===== src/rtl/core/rud_pkg.sv =====
// Package for the pipelined unsigned divider.
// Holds the default operand width shared by the top level and the divider stage.
// No dependencies.
package rud_pkg;

    localparam int DATA_WIDTH_DEFAULT = 32;

endpackage


===== src/rtl/core/rud_stage.sv =====
// One restoring division step as a registered pipeline stage.
// Resolves one quotient bit per word and holds it until the next stage can take it.
// Depends on rud_pkg for the default width.
module rud_stage #(
    parameter int DATA_WIDTH = rud_pkg::DATA_WIDTH_DEFAULT
) (
    input  logic                  clk,
    input  logic                  rst_n,
    input  logic                  up_valid,
    output logic                  up_ready,
    input  logic [DATA_WIDTH-1:0] up_rem,
    input  logic [DATA_WIDTH-1:0] up_nq,
    input  logic [DATA_WIDTH-1:0] up_div,
    input  logic                  up_dz,
    output logic                  dn_valid,
    input  logic                  dn_ready,
    output logic [DATA_WIDTH-1:0] dn_rem,
    output logic [DATA_WIDTH-1:0] dn_nq,
    output logic [DATA_WIDTH-1:0] dn_div,
    output logic                  dn_dz
);

    logic                  valid_reg;
    logic [DATA_WIDTH-1:0] rem_reg;
    logic [DATA_WIDTH-1:0] nq_reg;
    logic [DATA_WIDTH-1:0] div_reg;
    logic                  dz_reg;

    logic [DATA_WIDTH-1:0] shifted;
    logic [DATA_WIDTH+1:0] diff;
    logic                  take;
    logic [DATA_WIDTH-1:0] rem_next;
    logic [DATA_WIDTH-1:0] nq_next;

    // The bit shifted out of the partial remainder acts as an extra top bit,
    // so the compare is one bit wider than the operands, with a further top bit for the borrow.
    always_comb
    begin
        shifted  = {up_rem[DATA_WIDTH-2:0], up_nq[DATA_WIDTH-1]};
        diff     = {1'b0, up_rem[DATA_WIDTH-1], shifted} - {2'b00, up_div};
        take     = ~diff[DATA_WIDTH+1];
        rem_next = take ? diff[DATA_WIDTH-1:0] : shifted;
        nq_next  = {up_nq[DATA_WIDTH-2:0], take};
    end

    assign up_ready = ~valid_reg | dn_ready;

    always_ff @(posedge clk or negedge rst_n)
    begin
        if (!rst_n)
        begin
            valid_reg <= 1'b0;
        end
        else if (up_ready)
        begin
            valid_reg <= up_valid;
        end
    end

    always_ff @(posedge clk)
    begin
        if (up_ready && up_valid)
        begin
            rem_reg <= rem_next;
            nq_reg  <= nq_next;
            div_reg <= up_div;
            dz_reg  <= up_dz;
        end
    end

    assign dn_valid = valid_reg;
    assign dn_rem   = rem_reg;
    assign dn_nq    = nq_reg;
    assign dn_div   = div_reg;
    assign dn_dz    = dz_reg;

endmodule

===== config.mk =====
export PLATFORM = sky130hd
export DESIGN_NAME = rud_stage
export DESIGN_NICKNAME = d
export VERILOG_FILES = /design/src/rtl/core/rud_pkg.sv /design/src/rtl/core/rud_stage.sv
export SDC_FILE = /design/constraint.sdc
export NUM_CORES = 1
export LEC_CHECK = 0
export ABC_CLOCK_PERIOD_IN_PS = 3300
export BUFFER_PORTS_ARGS = -buffer_cell sky130_fd_sc_hd__buf_4
export CAP_MARGIN = 40
export CORE_ASPECT_RATIO = 2
export CORE_MARGIN = 2
export CORE_UTILIZATION = 46
export CTS_BUF_LIST = sky130_fd_sc_hd__clkbuf_2 sky130_fd_sc_hd__clkbuf_4 sky130_fd_sc_hd__clkbuf_8
export CTS_CLUSTER_DIAMETER = 60
export DETAILED_ROUTE_END_ITERATION = 8
export PLACE_DENSITY = 0.78
export SYNTH_ARGS = -nofsm -noshare
export SYNTH_HDL_FRONTEND = slang
export SYNTH_SLANG_ARGS = --single-unit

===== constraint.sdc =====
create_clock -name clk -period 3.3 [get_ports clk]
set_input_delay 0 -clock clk [delete_from_list [all_inputs] [get_ports clk]]
set_output_delay 0 -clock clk [all_outputs]
set_load 0.01 [all_outputs]

=== Yosys cells after proc, flatten, opt, wreduce, memory -nomap -nowiden ===
Index checks and enable logic that the tools add are counted.

* Flip-flop bits (word level): 98
* Bits in latches: 0
* RAM bits: 0
* ROM bits: 0
* Input bits: 101
* Output and inout bits: 99
* Memories kept: 0

* Add/subtract/negate cells: 1
* Multiply operators: 0
* Div/mod/pow operators: 0
* Order comparisons: 0
* Equality and inequality tests: 0
* Shifts and indexed selects: 0
* Mux-type cells: 1
* Bitwise logic cells: 3
* Reduce and logical (&&, ||, !) cells: 1

{| class="wikitable"
|+ Operators by type and width
! kind !! number
|-
| $sub A33 B32 Y34 || 1
|-
| $mux W32 || 1
|-
| $not A1 Y1 || 2
|-
| $logic_and A1 B1 Y1 || 1
|-
| $or A1 B1 Y1 || 1
|}

=== Longest topological paths before layout ===
Gate-level depths: netlist of run 1.

* Word-level depth: 3
* Mapped depth: 12
* Depth with buffers taken out: 12

=== Least setup slack after synthesis of run 1 ===
No wires, ideal clock.

* Path kind: reg2reg
* From: register valid_reg, in the netlist dn_valid
* To: register div_reg[0], in the netlist dn_div[0], enable pin
* Arrival: 2.850 ns
* Path slack: -0.017 ns
* Cell stages (with the launch flop): 3
* Cells stage by stage: dfrtp_1 -> nand2b_1 -> and2_1

* Cells in the longest elaborated chain, start to end: 3

{| class="wikitable"
|+ Ends and longest elaborated chain
! item !! line !! source
|-
| start: declaration || rud_stage.sv:23 || <nowiki>logic valid_reg;</nowiki>
|-
| start signal: assignment || rud_stage.sv:56 || <nowiki>valid_reg <= up_valid;</nowiki>
|-
| $not A1 Y1 || rud_stage.sv:46 || <nowiki>assign up_ready = ~valid_reg | dn_ready;</nowiki>
|-
| $or A1 B1 Y1 || rud_stage.sv:46 ||
|-
| named net up_ready || rud_stage.sv:10 || <nowiki>output logic up_ready,</nowiki>
|-
| $logic_and A1 B1 Y1 || rud_stage.sv:62 || <nowiki>if (up_ready && up_valid)</nowiki>
|-
| end signal: assignment || rud_stage.sv:66 || <nowiki>div_reg <= up_div;</nowiki>
|-
| end: declaration || rud_stage.sv:26 || <nowiki>logic [DATA_WIDTH-1:0] div_reg;</nowiki>
|}

The timed path passes the listed nets, and every way through them passes these cells.
A chain may end at the register's enable or synchronous reset.

=== Worst setup path in the final report of run 1 ===
* From: input port up_nq[31]
* To: register rem_reg[28], in the netlist dn_rem[28] (data pin)

* Cells in the longest elaborated chain, start to end: 2

{| class="wikitable"
|+ Ends and longest elaborated chain
! item !! line !! source
|-
| start: declaration || rud_stage.sv:12 || <nowiki>input logic [DATA_WIDTH-1:0] up_nq,</nowiki>
|-
| $sub A33 B32 Y34 || rud_stage.sv:40 || <nowiki>diff = {1'b0, up_rem[DATA_WIDTH-1], shifted} - {2'b00, up_div};</nowiki>
|-
| $mux W32 || rud_stage.sv:42 || <nowiki>rem_next = take ? diff[DATA_WIDTH-1:0] : shifted;</nowiki>
|-
| named net rem_next[28] || rud_stage.sv:32 || <nowiki>logic [DATA_WIDTH-1:0] rem_next;</nowiki>
|-
| end signal: assignment || rud_stage.sv:64 || <nowiki>rem_reg <= rem_next;</nowiki>
|-
| end: declaration || rud_stage.sv:24 || <nowiki>logic [DATA_WIDTH-1:0] rem_reg;</nowiki>
|}

The timed path passes the listed nets, and every way through them passes these cells.

==> results by group, run 1 <==
Layout
  • FILL cells: 775
  • Area growth syn-to-layout: 53.7%
  • Post-route cell area: 8260 µm²
  • ANT cells: 0
  • Final nets: 865
  • Layout cell share with drive strength beyond 1: 36.3%

STA
  • Max Fclk: 0.312 GHz
  • Headroom to the max-slew limit: 55.1%
  • Worst Hold Slack: approximately 0.22 ns
  • RSZ-0062 raised after global routing: false
  • Finish-stage setup viols: 0
  • Fin. max-slew vios: 0
  • Setup TNS: 0 ns
  • Period utilization: a little over nine tenths
  • Worst Tran Pin Value: 0.673 ns
  • Final hold viol count: 0
  • Clock skew: 0.0108 ns
  • Minimum clock period: 3.20 ns

Yosys
  • Synth area leaders: edfxtp_1 (54%), ha_1 (7.4%), mux2_4 (7.3%)
  • Largest family of logic cells by synthesized area: compound AO/OA/AOI/OAI gates
  • Yosys warns: 0
  • FF+latch count, synth: about 100
  • Primary FF master, synth: edfxtp_1
  • Yosys top cell by area: edfxtp_1
  • Post-synthesis sequential area ratio: approximately 55%
  • Post-Synth XOR/XNOR Area: 3.91%
  • Yosys cell types: 58
  • Post-Synth Simple-Gate Area: 8.15%
  • Post-synth EDFFs: 97
  • Synthesized Nets: 555
  • Share of the synthesized area in the top cell type: 54.2%
  • Cell area after synthesis: 5380 µm²
  • Mux cell area share after synthesis: under 10%
  • Share of the synthesized area in compound gates (AO/OA/AOI/OAI): 12.9%
  • Synth Area in Adders: roughly 8%
  • Post-Syn Area per Cell: approximately 13 µm²
  • Asr flop ratio synth: 1.02%
  • Syn Inst Count: 421

Placement
  • DP Area: 7060 µm²
  • Final HPWL DP: 11.0 mm
  • Port bufs: between 150 and 200
  • Placer Congestion: 0.844

GRT
  • M1 GR Usage: about 25%
  • First-pass GRT wire length: 24.0 mm
  • Initial antenna violation count: 0
  • Pin count of the biggest net entering global routing: 51
  • Met2 GRT Util: between 40% and 50%
  • Grt met3 use: under 10%
  • Layer carrying the most global-route usage: met2
  • Total GRT Usage: 25.3%
  • Congestion Overflow GR: 0
  • Number of global-route vias before repair: 4886

Setup path
  • Critical path class: in -> reg
  • Worst path arrival time: between 3 and 4 ns
  • Crit-path cells: dlygate4sd3_1 -> buf_4 -> inv_1 -> ha_1 -> inv_1 -> fa_1 -> a211oi_2 -> o211a_1 -> o31ai_1 -> o41a_1 -> a41oi_2 -> o21ai_0 -> a21boi_0 -> mux2_4
  • Family with the most delay on the worst path: compound AO/OA/AOI/OAI gates
  • Critical path depth: 14
  • CP startpoint kind: input port
  • Crit path max-delay cell type: dlygate4sd3_1
  • Reg2Reg Depth: 3
  • Critical path's most frequent cell: inv_1
  • Top fanout value on the critical path: 4
  • Data required, critical path: 3.44 ns
  • CP Buf/Inv Count: 4
  • Crit end category: register
  • Delay of the slowest critical-path stage: 0.53 ns

Routing
  • Post-detailed-route count of antenna-violating nets: 0
  • Pre-Repair DR Iteration Count: 5
  • Drt drc: 0
  • Vias: 4627
  • Iter 0 DRT Violations: 191
  • Via density: roughly 5.3
  • Wire per inst: 18.3 µm
  • Final wirelength: 16.1 mm

Flow run
  • Max-cap check violation count: 0

Floorplanning
  • Die Ht: 157 µm
  • Number of I/O pins: 200
  • Die W: 80.4 µm
  • Initial Utilization: a little under half
  • Core ar.: ~11000 µm²
  • FP Rows: 55
  • Die area: roughly 13000 µm²

Pwr
  • Final total power: 3.34 mW
  • PwrDens: a little over 400 nW/µm²
  • Max IR drop VDD: 236 µV
  • Static Leak: 3.65 nW

Clock network
  • Clock-pin slew on the worst setup and hold paths: 0.10 ns
  • Clock tree sinks: 98
  • Clock tree buffer depth: 2
  • Worst skew pair latency: 0.38 ns
  • H-tree levels: 3
  • CTS root buf: clkbuf_8
  • Post-CTS setup repair buffer count: 0
  • CTS tree: done
  • TritonCTS buffer count: 9

Worst hold path
  • Worst hold stages: 5
  • Worst Hold Class: in -> reg

Run status
  • Status: complete, no violations
## synth_stat cells, types with 6 or more instances
cell      count
ha_1         32
xnor2_1      17
mux2_4       26
xor2_1        7
a21oi_1      29
o21ai_0      17
nor3_1        9
edfxtp_1     97
inv_1        40
nand2b_1      7
a21o_1        7
nor2_1       16
nand2_1      24
o31ai_1       6
## cells by family (layout without fill, tap and decap cells)
group                      after synthesis  after routing
muxes                                   32             32
buffers and inverters                   46            361
AOI/OAI and AO/OA                      102            102
xor gates and xnor gates                24             24
DFF                                     98             98
and+or+nand+nor                         86             86
adders and majority gates               33             33
## through the flow
stage / instances / utilization, % / worst slack, ns
finish: 878 / 72.8 / 0.0980
global route: 878 / 72.8 / 0.0155
CTS: 878 / 72.7 / 0.0534
global placement: 763 / 62.1 / 0.262
detailed placement: 763 / 62.1 / 0.205
floorplan: 421 / - / 0.698
## metal layers
metal	part of all wire, %	routed length (µm)
met5	0	0
met4	3.8	604
met3	4.8	774
met2	58	9340
met1	33	5360
## final cells by class
class / count / area [µm²] / area share [%]
clock inverters: 7 / 81.3 / 0.984
multi-input cells: 277 / 2230 / 27.0
repair buffers: 305 / 2560 / 31.0
well taps: 142 / 178 / 2.15
inverters: 40 / 150 / 1.82
flip-flops and latches: 98 / 2940 / 35.6
clock buffers: 9 / 124 / 1.50
## placed cells by master, fill, tap and decap left out, types with 4 or more instances in the layout
cell type | netlist | layout
nor2_1 | 16 | 16
nand2b_1 | 7 | 7
xor2_1 | 7 | 7
clkbuf_8 | 0 | 9
buf_4 | 0 | 204
xnor2_1 | 17 | 17
nor3_1 | 9 | 9
mux2_4 | 26 | 26
edfxtp_1 | 97 | 97
o31ai_1 | 6 | 6
nand3_1 | 4 | 4
dlygate4sd3_1 | 0 | 99
o21a_1 | 5 | 5
o21ai_0 | 17 | 17
o21bai_1 | 5 | 5
and3_1 | 5 | 5
inv_1 | 40 | 40
a31oi_1 | 4 | 4
nand2_1 | 24 | 24
nor2b_1 | 4 | 4
mux2i_1 | 4 | 4
ha_1 | 32 | 32
a21oi_1 | 29 | 28
a21o_1 | 7 | 7
## worst reg2reg max path, stage by stage, from the launching register on
cell,delay (ns)
dfrtp_1,0.41
nand2b_1,0.15
and2_4,0.61
buf_12,0.38
## power by group
group          switching [mW]  total (mW)  internal (mW)  leakage [nW]
combinational           0.461        1.01          0.545          2.62
sequential             0.0295        1.52           1.49         0.934
clock                   0.502       0.808          0.305         0.103
total                   0.993        3.34           2.34          3.65
## sequential cells by signal (all words and copies together), names as in the netlist
register / cells
dn_div: 32
dn_nq: 32
dn_rem: 32
dn_dz: 1
dn_valid: 1
## repair_timing
item	CTS	global route
hold buffers	99	0
resized for setup	0	2
hold endpoints to repair	97	0
setup endpoints to repair	0	3
## final timing paths
kind                                 start          to  slack [ns]
min in group asynchronous            rst_n    dn_valid        0.45
max in group asynchronous            rst_n    dn_valid        2.75
worst max register to register    dn_valid   dn_div[4]        1.43
worst min-delay path            up_rem[30]  dn_rem[31]        0.22
worst min register to register    dn_valid   dn_nq[17]        1.12
worst max-delay path             up_nq[31]  dn_rem[28]         0.1
Power figures use the tool's default switching activity.
==> run 2: changes to the inputs <==
--- a/config.mk
+++ b/config.mk
@@ -6,15 +6,15 @@
 export NUM_CORES = 1
 export LEC_CHECK = 0
 export ABC_CLOCK_PERIOD_IN_PS = 3300
-export BUFFER_PORTS_ARGS = -buffer_cell sky130_fd_sc_hd__buf_4
 export CAP_MARGIN = 40
 export CORE_ASPECT_RATIO = 2
 export CORE_MARGIN = 2
-export CORE_UTILIZATION = 46
+export CORE_UTILIZATION = 50
 export CTS_BUF_LIST = sky130_fd_sc_hd__clkbuf_2 sky130_fd_sc_hd__clkbuf_4 sky130_fd_sc_hd__clkbuf_8
 export CTS_CLUSTER_DIAMETER = 60
 export DETAILED_ROUTE_END_ITERATION = 8
-export PLACE_DENSITY = 0.78
+export DONT_BUFFER_PORTS = 1
+export PLACE_DENSITY = 0.68
 export SYNTH_ARGS = -nofsm -noshare
 export SYNTH_HDL_FRONTEND = slang
 export SYNTH_SLANG_ARGS = --single-unit
==> run 2 against run 1 <==
Non-clock buffer count decreased by 203. Hold slack got worse by 0.19 ns. Cell area decreased by 19%. Sequential power increased by 4%. Clock power about the same. Critical path depth decreased by 1. Die area decreased by 7.7%.
==> results by group, run 2 (same netlist as run 1, synthesis figures left out) <==
Run status
  • Status: complete, no violations (unchanged)

Clock network
  • Clock tree sinks: 98 (unchanged)
  • CTS root buf: clkbuf_8 (unchanged)
  • H-tree levels: 3 (unchanged)
  • TritonCTS buffer count: 9 (unchanged)
  • Clock tree buffer depth: 2 (unchanged)
  • Post-CTS setup repair buffer count: 0 (unchanged)
  • CTS tree: done (unchanged)
  • Clock-pin slew on the worst setup and hold paths: 0.10 ns (about the same)
  • Worst skew pair latency: 0.37 ns (was 0.38 ns)

STA
  • Minimum clock period: 3.07 ns (was 3.20 ns)
  • Fin. max-slew vios: 0 (unchanged)
  • Max Fclk: 0.325 GHz (was 0.312 GHz)
  • Setup TNS: 0 ns (unchanged)
  • RSZ-0062 raised after global routing: false (unchanged)
  • Clock skew: 0.00533 ns (was 0.0108 ns)
  • Worst Tran Pin Value: 0.736 ns (was 0.673 ns)
  • Period utilization: 93.2% (was 97.0%)
  • Final hold viol count: 0 (unchanged)
  • Finish-stage setup viols: 0 (unchanged)
  • Headroom to the max-slew limit: 50.5% (was 55.1%)

Setup path
  • Crit end category: register (unchanged)
  • Critical path class: in -> reg (unchanged)
  • Crit-path cells: dlygate4sd3_1 -> inv_1 -> ha_1 -> inv_1 -> fa_1 -> a211oi_2 -> o211a_1 -> o31ai_1 -> o41a_1 -> a41oi_2 -> o21ai_0 -> a21boi_0 -> mux2_4 (was dlygate4sd3_1 -> buf_4 -> inv_1 -> ha_1 -> inv_1 -> fa_1 -> a211oi_2 -> o211a_1 -> o31ai_1 -> o41a_1 -> a41oi_2 -> o21ai_0 -> a21boi_0 -> mux2_4)
  • Delay of the slowest critical-path stage: 0.54 ns (was 0.53 ns)
  • FF-to-FF setup slack: 1.46 ns (was 1.43 ns)
  • Data required, critical path: 3.43 ns (was 3.44 ns)
  • CP startpoint kind: input port (unchanged)
  • Worst path arrival time: 3.20 ns (was 3.34 ns)
  • Critical path's most frequent cell: inv_1 (unchanged)
  • Crit path max-delay cell type: dlygate4sd3_1 (unchanged)
  • Top fanout value on the critical path: 4 (unchanged)

Pwr
  • Final total power: 3.08 mW (was 3.34 mW)
  • Sequential share of power: 51.3% (was 45.7%)
  • PwrDens: 459 nW/µm² (was 404 nW/µm²)
  • Max IR drop VDD: 227 µV (was 236 µV)
  • Logic pwr share: 22.6% (was 30.1%)
  • Net switching fraction of the power: 27.7% (was 29.8%)
  • Internal: 2.23 mW (was 2.34 mW)
  • Clock Power Share: 26.1% (was 24.2%)
  • Static Leak: 2.67 nW (was 3.65 nW)
  • Switching pwr: 0.853 mW (was 0.993 mW)

GRT
  • Number of global-route vias before repair: 4050 (was 4886)
  • Initial antenna violation count: 0 (unchanged)
  • Congestion Overflow GR: 0 (unchanged)
  • Pin count of the biggest net entering global routing: 68 (was 51)
  • First-pass GRT wire length: 20.2 mm (was 24.0 mm)
  • Total GRT Usage: 22.8% (was 25.3%)

Routing
  • Vias: 3823 (was 4627)
  • Via density: 5.71 (was 5.27)
  • Wire per inst: 19.8 µm (was 18.3 µm)
  • Iter 0 DRT Violations: 181 (was 191)
  • Final wirelength: 13.3 mm (was 16.1 mm)
  • Post-detailed-route count of antenna-violating nets: 0 (unchanged)
  • Pre-Repair DR Iteration Count: 4 (was 5)
  • Drt drc: 0 (unchanged)

Floorplanning
  • Core ar.: 10500 µm² (was 11400 µm²)
  • Die W: 77.3 µm (was 80.4 µm)
  • Die area: 11600 µm² (was 12600 µm²)
  • Die Ht: 151 µm (was 157 µm)
  • FP Rows: 53 (was 55)
  • Initial Utilization: 51.3% (was 47.3%)
  • Number of I/O pins: 200 (unchanged)

Layout
  • Most frequent cells in the layout: dlygate4sd3_1 (99), edfxtp_1 (97), inv_1 (40), ha_1 (32), a21oi_1 (29) (was buf_4 (204), dlygate4sd3_1 (99), edfxtp_1 (97), inv_1 (40), ha_1 (32))
  • Final nets: 662 (was 865)
  • Layout cell share with drive strength beyond 1: 11.8% (was 36.3%)
  • Area growth syn-to-layout: 25.1% (was 53.7%)
  • Commonest non-fill, non-tap cell in the layout: dlygate4sd3_1 (was buf_4)
  • Area of the multi-input gates: 2220 µm² (was 2230 µm²)
  • Register area: 2940 µm² (unchanged)
  • ANT cells: 0 (unchanged)
  • Post-layout util: 64.2% (was 72.8%)
  • FILL cells: 857 (was 775)
  • Post-route cell area: 6730 µm² (was 8260 µm²)

Placement
  • DP Area: 5530 µm² (was 7060 µm²)
  • Port bufs: 0 (was 199)
  • Final HPWL DP: 9.27 mm (was 11.0 mm)
  • Placer Congestion: 0.887 (was 0.844)

Flow run
  • Max-cap check violation count: 0 (unchanged)

Worst hold path
  • Worst Hold Class: in -> reg (unchanged)
[run 2: worst paths after layout]
kind,cells past startpoint,to,start
max in group asynchronous,2,dn_valid,rst_n
worst max register to register,3,dn_rem[26],dn_valid
worst min register to register,2,dn_nq[23],dn_valid
worst min-delay path,2,dn_rem[1],up_rem[0]
worst max-delay path,13,dn_rem[28],up_nq[31]
min in group asynchronous,2,dn_valid,rst_n
[run 2: area by class of cell]
cell class                 count  share of cell area (%)
clock buffer                  10                    1.95
timing repair buffer         102                    15.4
inverter                      40                    2.23
sequential                    98                    43.7
multi-input combinational    277                    33.1
tap                          137                    2.55
clock inverter                 6                    1.06
[run 2: timing repair]
item / 4_1_cts / 5_1_grt
endpoints found under the hold margin: 97 / 0
endpoints found under the setup margin: 0 / 1
resized for setup: 0 / 1
hold buffers: 99 / 0
[run 2: power groups by stage]
stage	Sequential (mW)	Combinational, mW	Clock (mW)
CTS	1.58	0.694	0.817
floorplan	1.60	0.493	0
global route	1.59	0.762	0.862
global placement	1.61	0.579	0
finish	1.58	0.697	0.805
detailed placement	1.61	0.594	0
[run 2: worst max-delay path, delay by kind of cell]
kind                       cells  cell delay [ns]
buffers and inverters          3             0.68
AOI/OAI and AO/OA              7             1.66
muxes                          1             0.27
adders and majority gates      2             0.60
[run 2: through the flow]
step | std cells | setup slack, ns | hold WS [ns]
floorplan | 421 | 0.698 | -0.296
CTS | 670 | 0.163 | 0.00366
global placement | 555 | 0.369 | -0.296
detailed placement | 555 | 0.318 | -0.296
finish | 670 | 0.225 | 0.0219
global route | 670 | 0.0349 | 0.00643
[run 2: routing by layer]
layer	GRT usage [%]	vias to the layer above	wire length, µm
li1	-	1788	-
met5	0	-	0
met2	44.0	169	7590
met3	5.58	36	840
met1	21.7	1830	4350
met4	12.2	0	494
==> run 3: changes to the inputs <==
--- a/config.mk
+++ b/config.mk
@@ -5,7 +5,7 @@
 export SDC_FILE = /design/constraint.sdc
 export NUM_CORES = 1
 export LEC_CHECK = 0
-export ABC_CLOCK_PERIOD_IN_PS = 3300
+export ABC_CLOCK_PERIOD_IN_PS = 2600
 export CAP_MARGIN = 40
 export CORE_ASPECT_RATIO = 2
 export CORE_MARGIN = 2
==> constraint.sdc (replaced) <==
create_clock -name clk -period 2.6 [get_ports clk]
set_input_delay 0 -clock clk [delete_from_list [all_inputs] [get_ports clk]]
set_output_delay 0 -clock clk [all_outputs]
set_load 0.01 [all_outputs]
==> run 3 against run 2 <==
Via count increased by 3.6%. Global-route usage increased by 1.5 points. Sequential power increased by 27%. Critical path type unchanged. Largest cell class unchanged. First-iteration DRC count increased by 2.8%. Sequential share of layout area decreased by 1.2 points. Critical endpoint is now dn_rem[0]. Cell area increased by 2.8%. Non-clock buffer count increased by 24. Count of clock-buffer cells in the layout unchanged. Largest power group unchanged. Worst setup slack got worse by 0.11 ns.
==> results by group, run 3 (same netlist as run 1, synthesis figures left out) <==
Pwr
  • Max IR drop VDD: 339 µV (was 227 µV)
  • Clock Power Share: 24.2% (was 26.1%)
  • Logic pwr share: 24.4% (was 22.6%)
  • PwrDens: 566 nW/µm² (was 459 nW/µm²)
  • Internal: 2.79 mW (was 2.23 mW)
  • Net switching fraction of the power: 28.6% (was 27.7%)
  • Static Leak: 2.80 nW (was 2.67 nW)
  • Sequential share of power: 51.4% (was 51.3%)
  • Final total power: 3.91 mW (was 3.08 mW)
  • Switching pwr: 1.12 mW (was 0.853 mW)

STA
  • Worst Tran Pin Value: 0.431 ns (was 0.736 ns)
  • Fin. max-slew vios: 0 (unchanged)
  • Minimum clock period: 2.49 ns
  • Final hold viol count: 0 (unchanged)
  • Worst Hold Slack: 0.0181 ns (was 0.0219 ns)
  • Max Fclk: 0.402 GHz
  • Finish-stage setup viols: 0 (unchanged)
  • RSZ-0062 raised after global routing: false (unchanged)
  • Headroom to the max-slew limit: 71.3% (was 50.5%)
  • Clock skew: 0.00935 ns (was 0.00533 ns)
  • Period utilization: roughly 96%

Clock network
  • TritonCTS buffer count: 9 (unchanged)
  • CTS tree: done (unchanged)
  • Clock tree sinks: 98 (unchanged)
  • Worst skew pair latency: 0.37 ns (about the same)
  • H-tree levels: 3 (unchanged)
  • Clock-pin slew on the worst setup and hold paths: 0.10 ns (about the same)
  • Clock tree buffer depth: 2 (unchanged)
  • CTS root buf: clkbuf_8 (unchanged)

Placement
  • Port bufs: 0 (unchanged)
  • Placed cells: 578 (was 555)
  • Placer Congestion: 0.890 (was 0.887)
  • DP Area: 5720 µm² (was 5530 µm²)
  • Final HPWL DP: 9.77 mm (was 9.27 mm)

Setup path
  • Crit. Startpoint: up_nq[31] (unchanged)
  • Crit-path cells: inv_1 -> ha_1 -> buf_4 -> nor2b_1 -> o2111ai_1 -> a21oi_2 -> nor2_1 -> o31ai_2 -> a21boi_2 -> a31oi_4 -> buf_12 -> mux2i_1 -> dlygate4sd3_1 (was dlygate4sd3_1 -> inv_1 -> ha_1 -> inv_1 -> fa_1 -> a211oi_2 -> o211a_1 -> o31ai_1 -> o41a_1 -> a41oi_2 -> o21ai_0 -> a21boi_0 -> mux2_4)
  • Crit path max-delay cell type: dlygate4sd3_1 (unchanged)
  • Data required, critical path: 2.84 ns (was 3.43 ns)
  • Critical Path End: dn_rem[0] (was dn_rem[28])
  • Reg2Reg Depth: 3 (unchanged)
  • Reg2reg end: dn_rem[28] (was dn_rem[26])
  • Worst path arrival time: 2.73 ns (was 3.20 ns)
  • Crit end category: register (unchanged)
  • Reg2reg start: dn_valid (unchanged)
  • Top fanout value on the critical path: 15 (was 4)
  • Critical path class: in -> reg (unchanged)
  • FF-to-FF setup slack: 0.90 ns (was 1.46 ns)
  • CP startpoint kind: input port (unchanged)
  • Delay of the slowest critical-path stage: 0.59 ns (was 0.54 ns)

Routing
  • Via density: 5.71 (about the same)
  • Iter 0 DRT Violations: 186 (was 181)
  • Final wirelength: 14.0 mm (was 13.3 mm)
  • Post-detailed-route count of antenna-violating nets: 0 (unchanged)
  • Wire per inst: 20.2 µm (was 19.8 µm)
  • Vias: 3960 (was 3823)
  • Drt drc: 0 (unchanged)
  • Pre-Repair DR Iteration Count: 4 (unchanged)

GRT
  • Number of global-route vias before repair: 4265 (was 4050)
  • Initial antenna violation count: 0 (unchanged)
  • First-pass GRT wire length: 21.5 mm (was 20.2 mm)
  • Total GRT Usage: 24.3% (was 22.8%)
  • Pin count of the biggest net entering global routing: 59 (was 68)
  • Congestion Overflow GR: 0 (unchanged)

Floorplanning
  • Die area: 11600 µm² (unchanged)
  • Core ar.: 10500 µm² (unchanged)
  • Die W: 77.3 µm (unchanged)
  • Initial Utilization: 51.3% (unchanged)
  • Number of I/O pins: 200 (unchanged)
  • Die Ht: 151 µm (unchanged)
  • FP Rows: 53 (unchanged)

Layout
  • Post-route cell area: 6910 µm² (was 6730 µm²)
  • Area growth syn-to-layout: 28.6% (was 25.1%)
  • Final nets: 686 (was 662)
  • Most frequent cells in the layout: dlygate4sd3_1 (100), edfxtp_1 (97), inv_1 (40), ha_1 (32), a21oi_1 (28) (was dlygate4sd3_1 (99), edfxtp_1 (97), inv_1 (40), ha_1 (32), a21oi_1 (29))
  • Finished Layout Cells: 694 (was 670)
  • Post-layout util: 66.0% (was 64.2%)
  • Commonest non-fill, non-tap cell in the layout: dlygate4sd3_1 (unchanged)
  • Layout cell share with drive strength beyond 1: 15.6% (was 11.8%)
  • ANT cells: 0 (unchanged)

Flow run
  • Max-cap check violation count: 0 (unchanged)

Worst hold path
  • Worst hold stages: 2 (unchanged)
  • Worst Hold Class: in -> reg (unchanged)

Run status
  • Status: complete, no violations (unchanged)
run 3: area by class of cell:
cell class / instances / area, µm²
clock buffers: 10 / 131
clock inverters: 6 / 57.6
fillers: 812 / 3570
inverters: 40 / 150
multi-input cells: 277 / 2230
flip-flops and latches: 98 / 2940
well taps: 137 / 171
repair buffers: 126 / 1230
run 3: worst min path at each step:
stage,startpoint,to,slack (ns)
floorplan,rst_n,dn_valid,-0.30
global placement,rst_n,dn_valid,-0.30
detailed placement,rst_n,dn_valid,-0.30
CTS,up_rem[0],dn_rem[1],0.01
global route,up_rem[0],dn_rem[1],0.02
finish,up_rem[0],dn_rem[1],0.02
run 3: critical path: cells and delay by family:
family          cells  cell delay (ns)
fa+ha+maj           1             0.20
buf+inv             4             0.97
mux                 1             0.27
compound gates      5             1.00
simple gates        2             0.27
run 3: per-layer routing:
| layer | vias to the layer above | track usage [%] | share of wire (%) |
|---|---|---|---|
| met4 | 0 | 11.3 | 3.9 |
| met2 | 182 | 48.4 | 58 |
| li1 | 1830 | - | - |
| met1 | 1905 | 22.1 | 32 |
| met3 | 43 | 6.47 | 5.8 |
| met5 | - | 0 | 0 |
run 3: repair_timing:
item,4_1_cts,5_1_grt
endpoints found under the hold margin,104,0
hold buffers,100,0
setup buffers,0,0
endpoints found under the setup margin,0,1
gates resized for setup,0,2
run 3: stage by stage:
step                TNS, ns  worst slack (ns)
finish                    0             0.114
detailed placement   -0.503            -0.156
global route              0            0.0236
CTS                       0             0.159
global placement     -0.367            -0.103
floorplan                 0            0.0335
run 3: power groups by stage:
stage,Sequential (mW),Clock (mW),Combinational (mW)
after global routing,2.02,1.04,1.04
after floorplan,2.03,0,0.627
after global placement,2.05,0,0.792
after detailed placement,2.05,0,0.814
after CTS,2.01,0.963,0.945
final,2.01,0.946,0.955
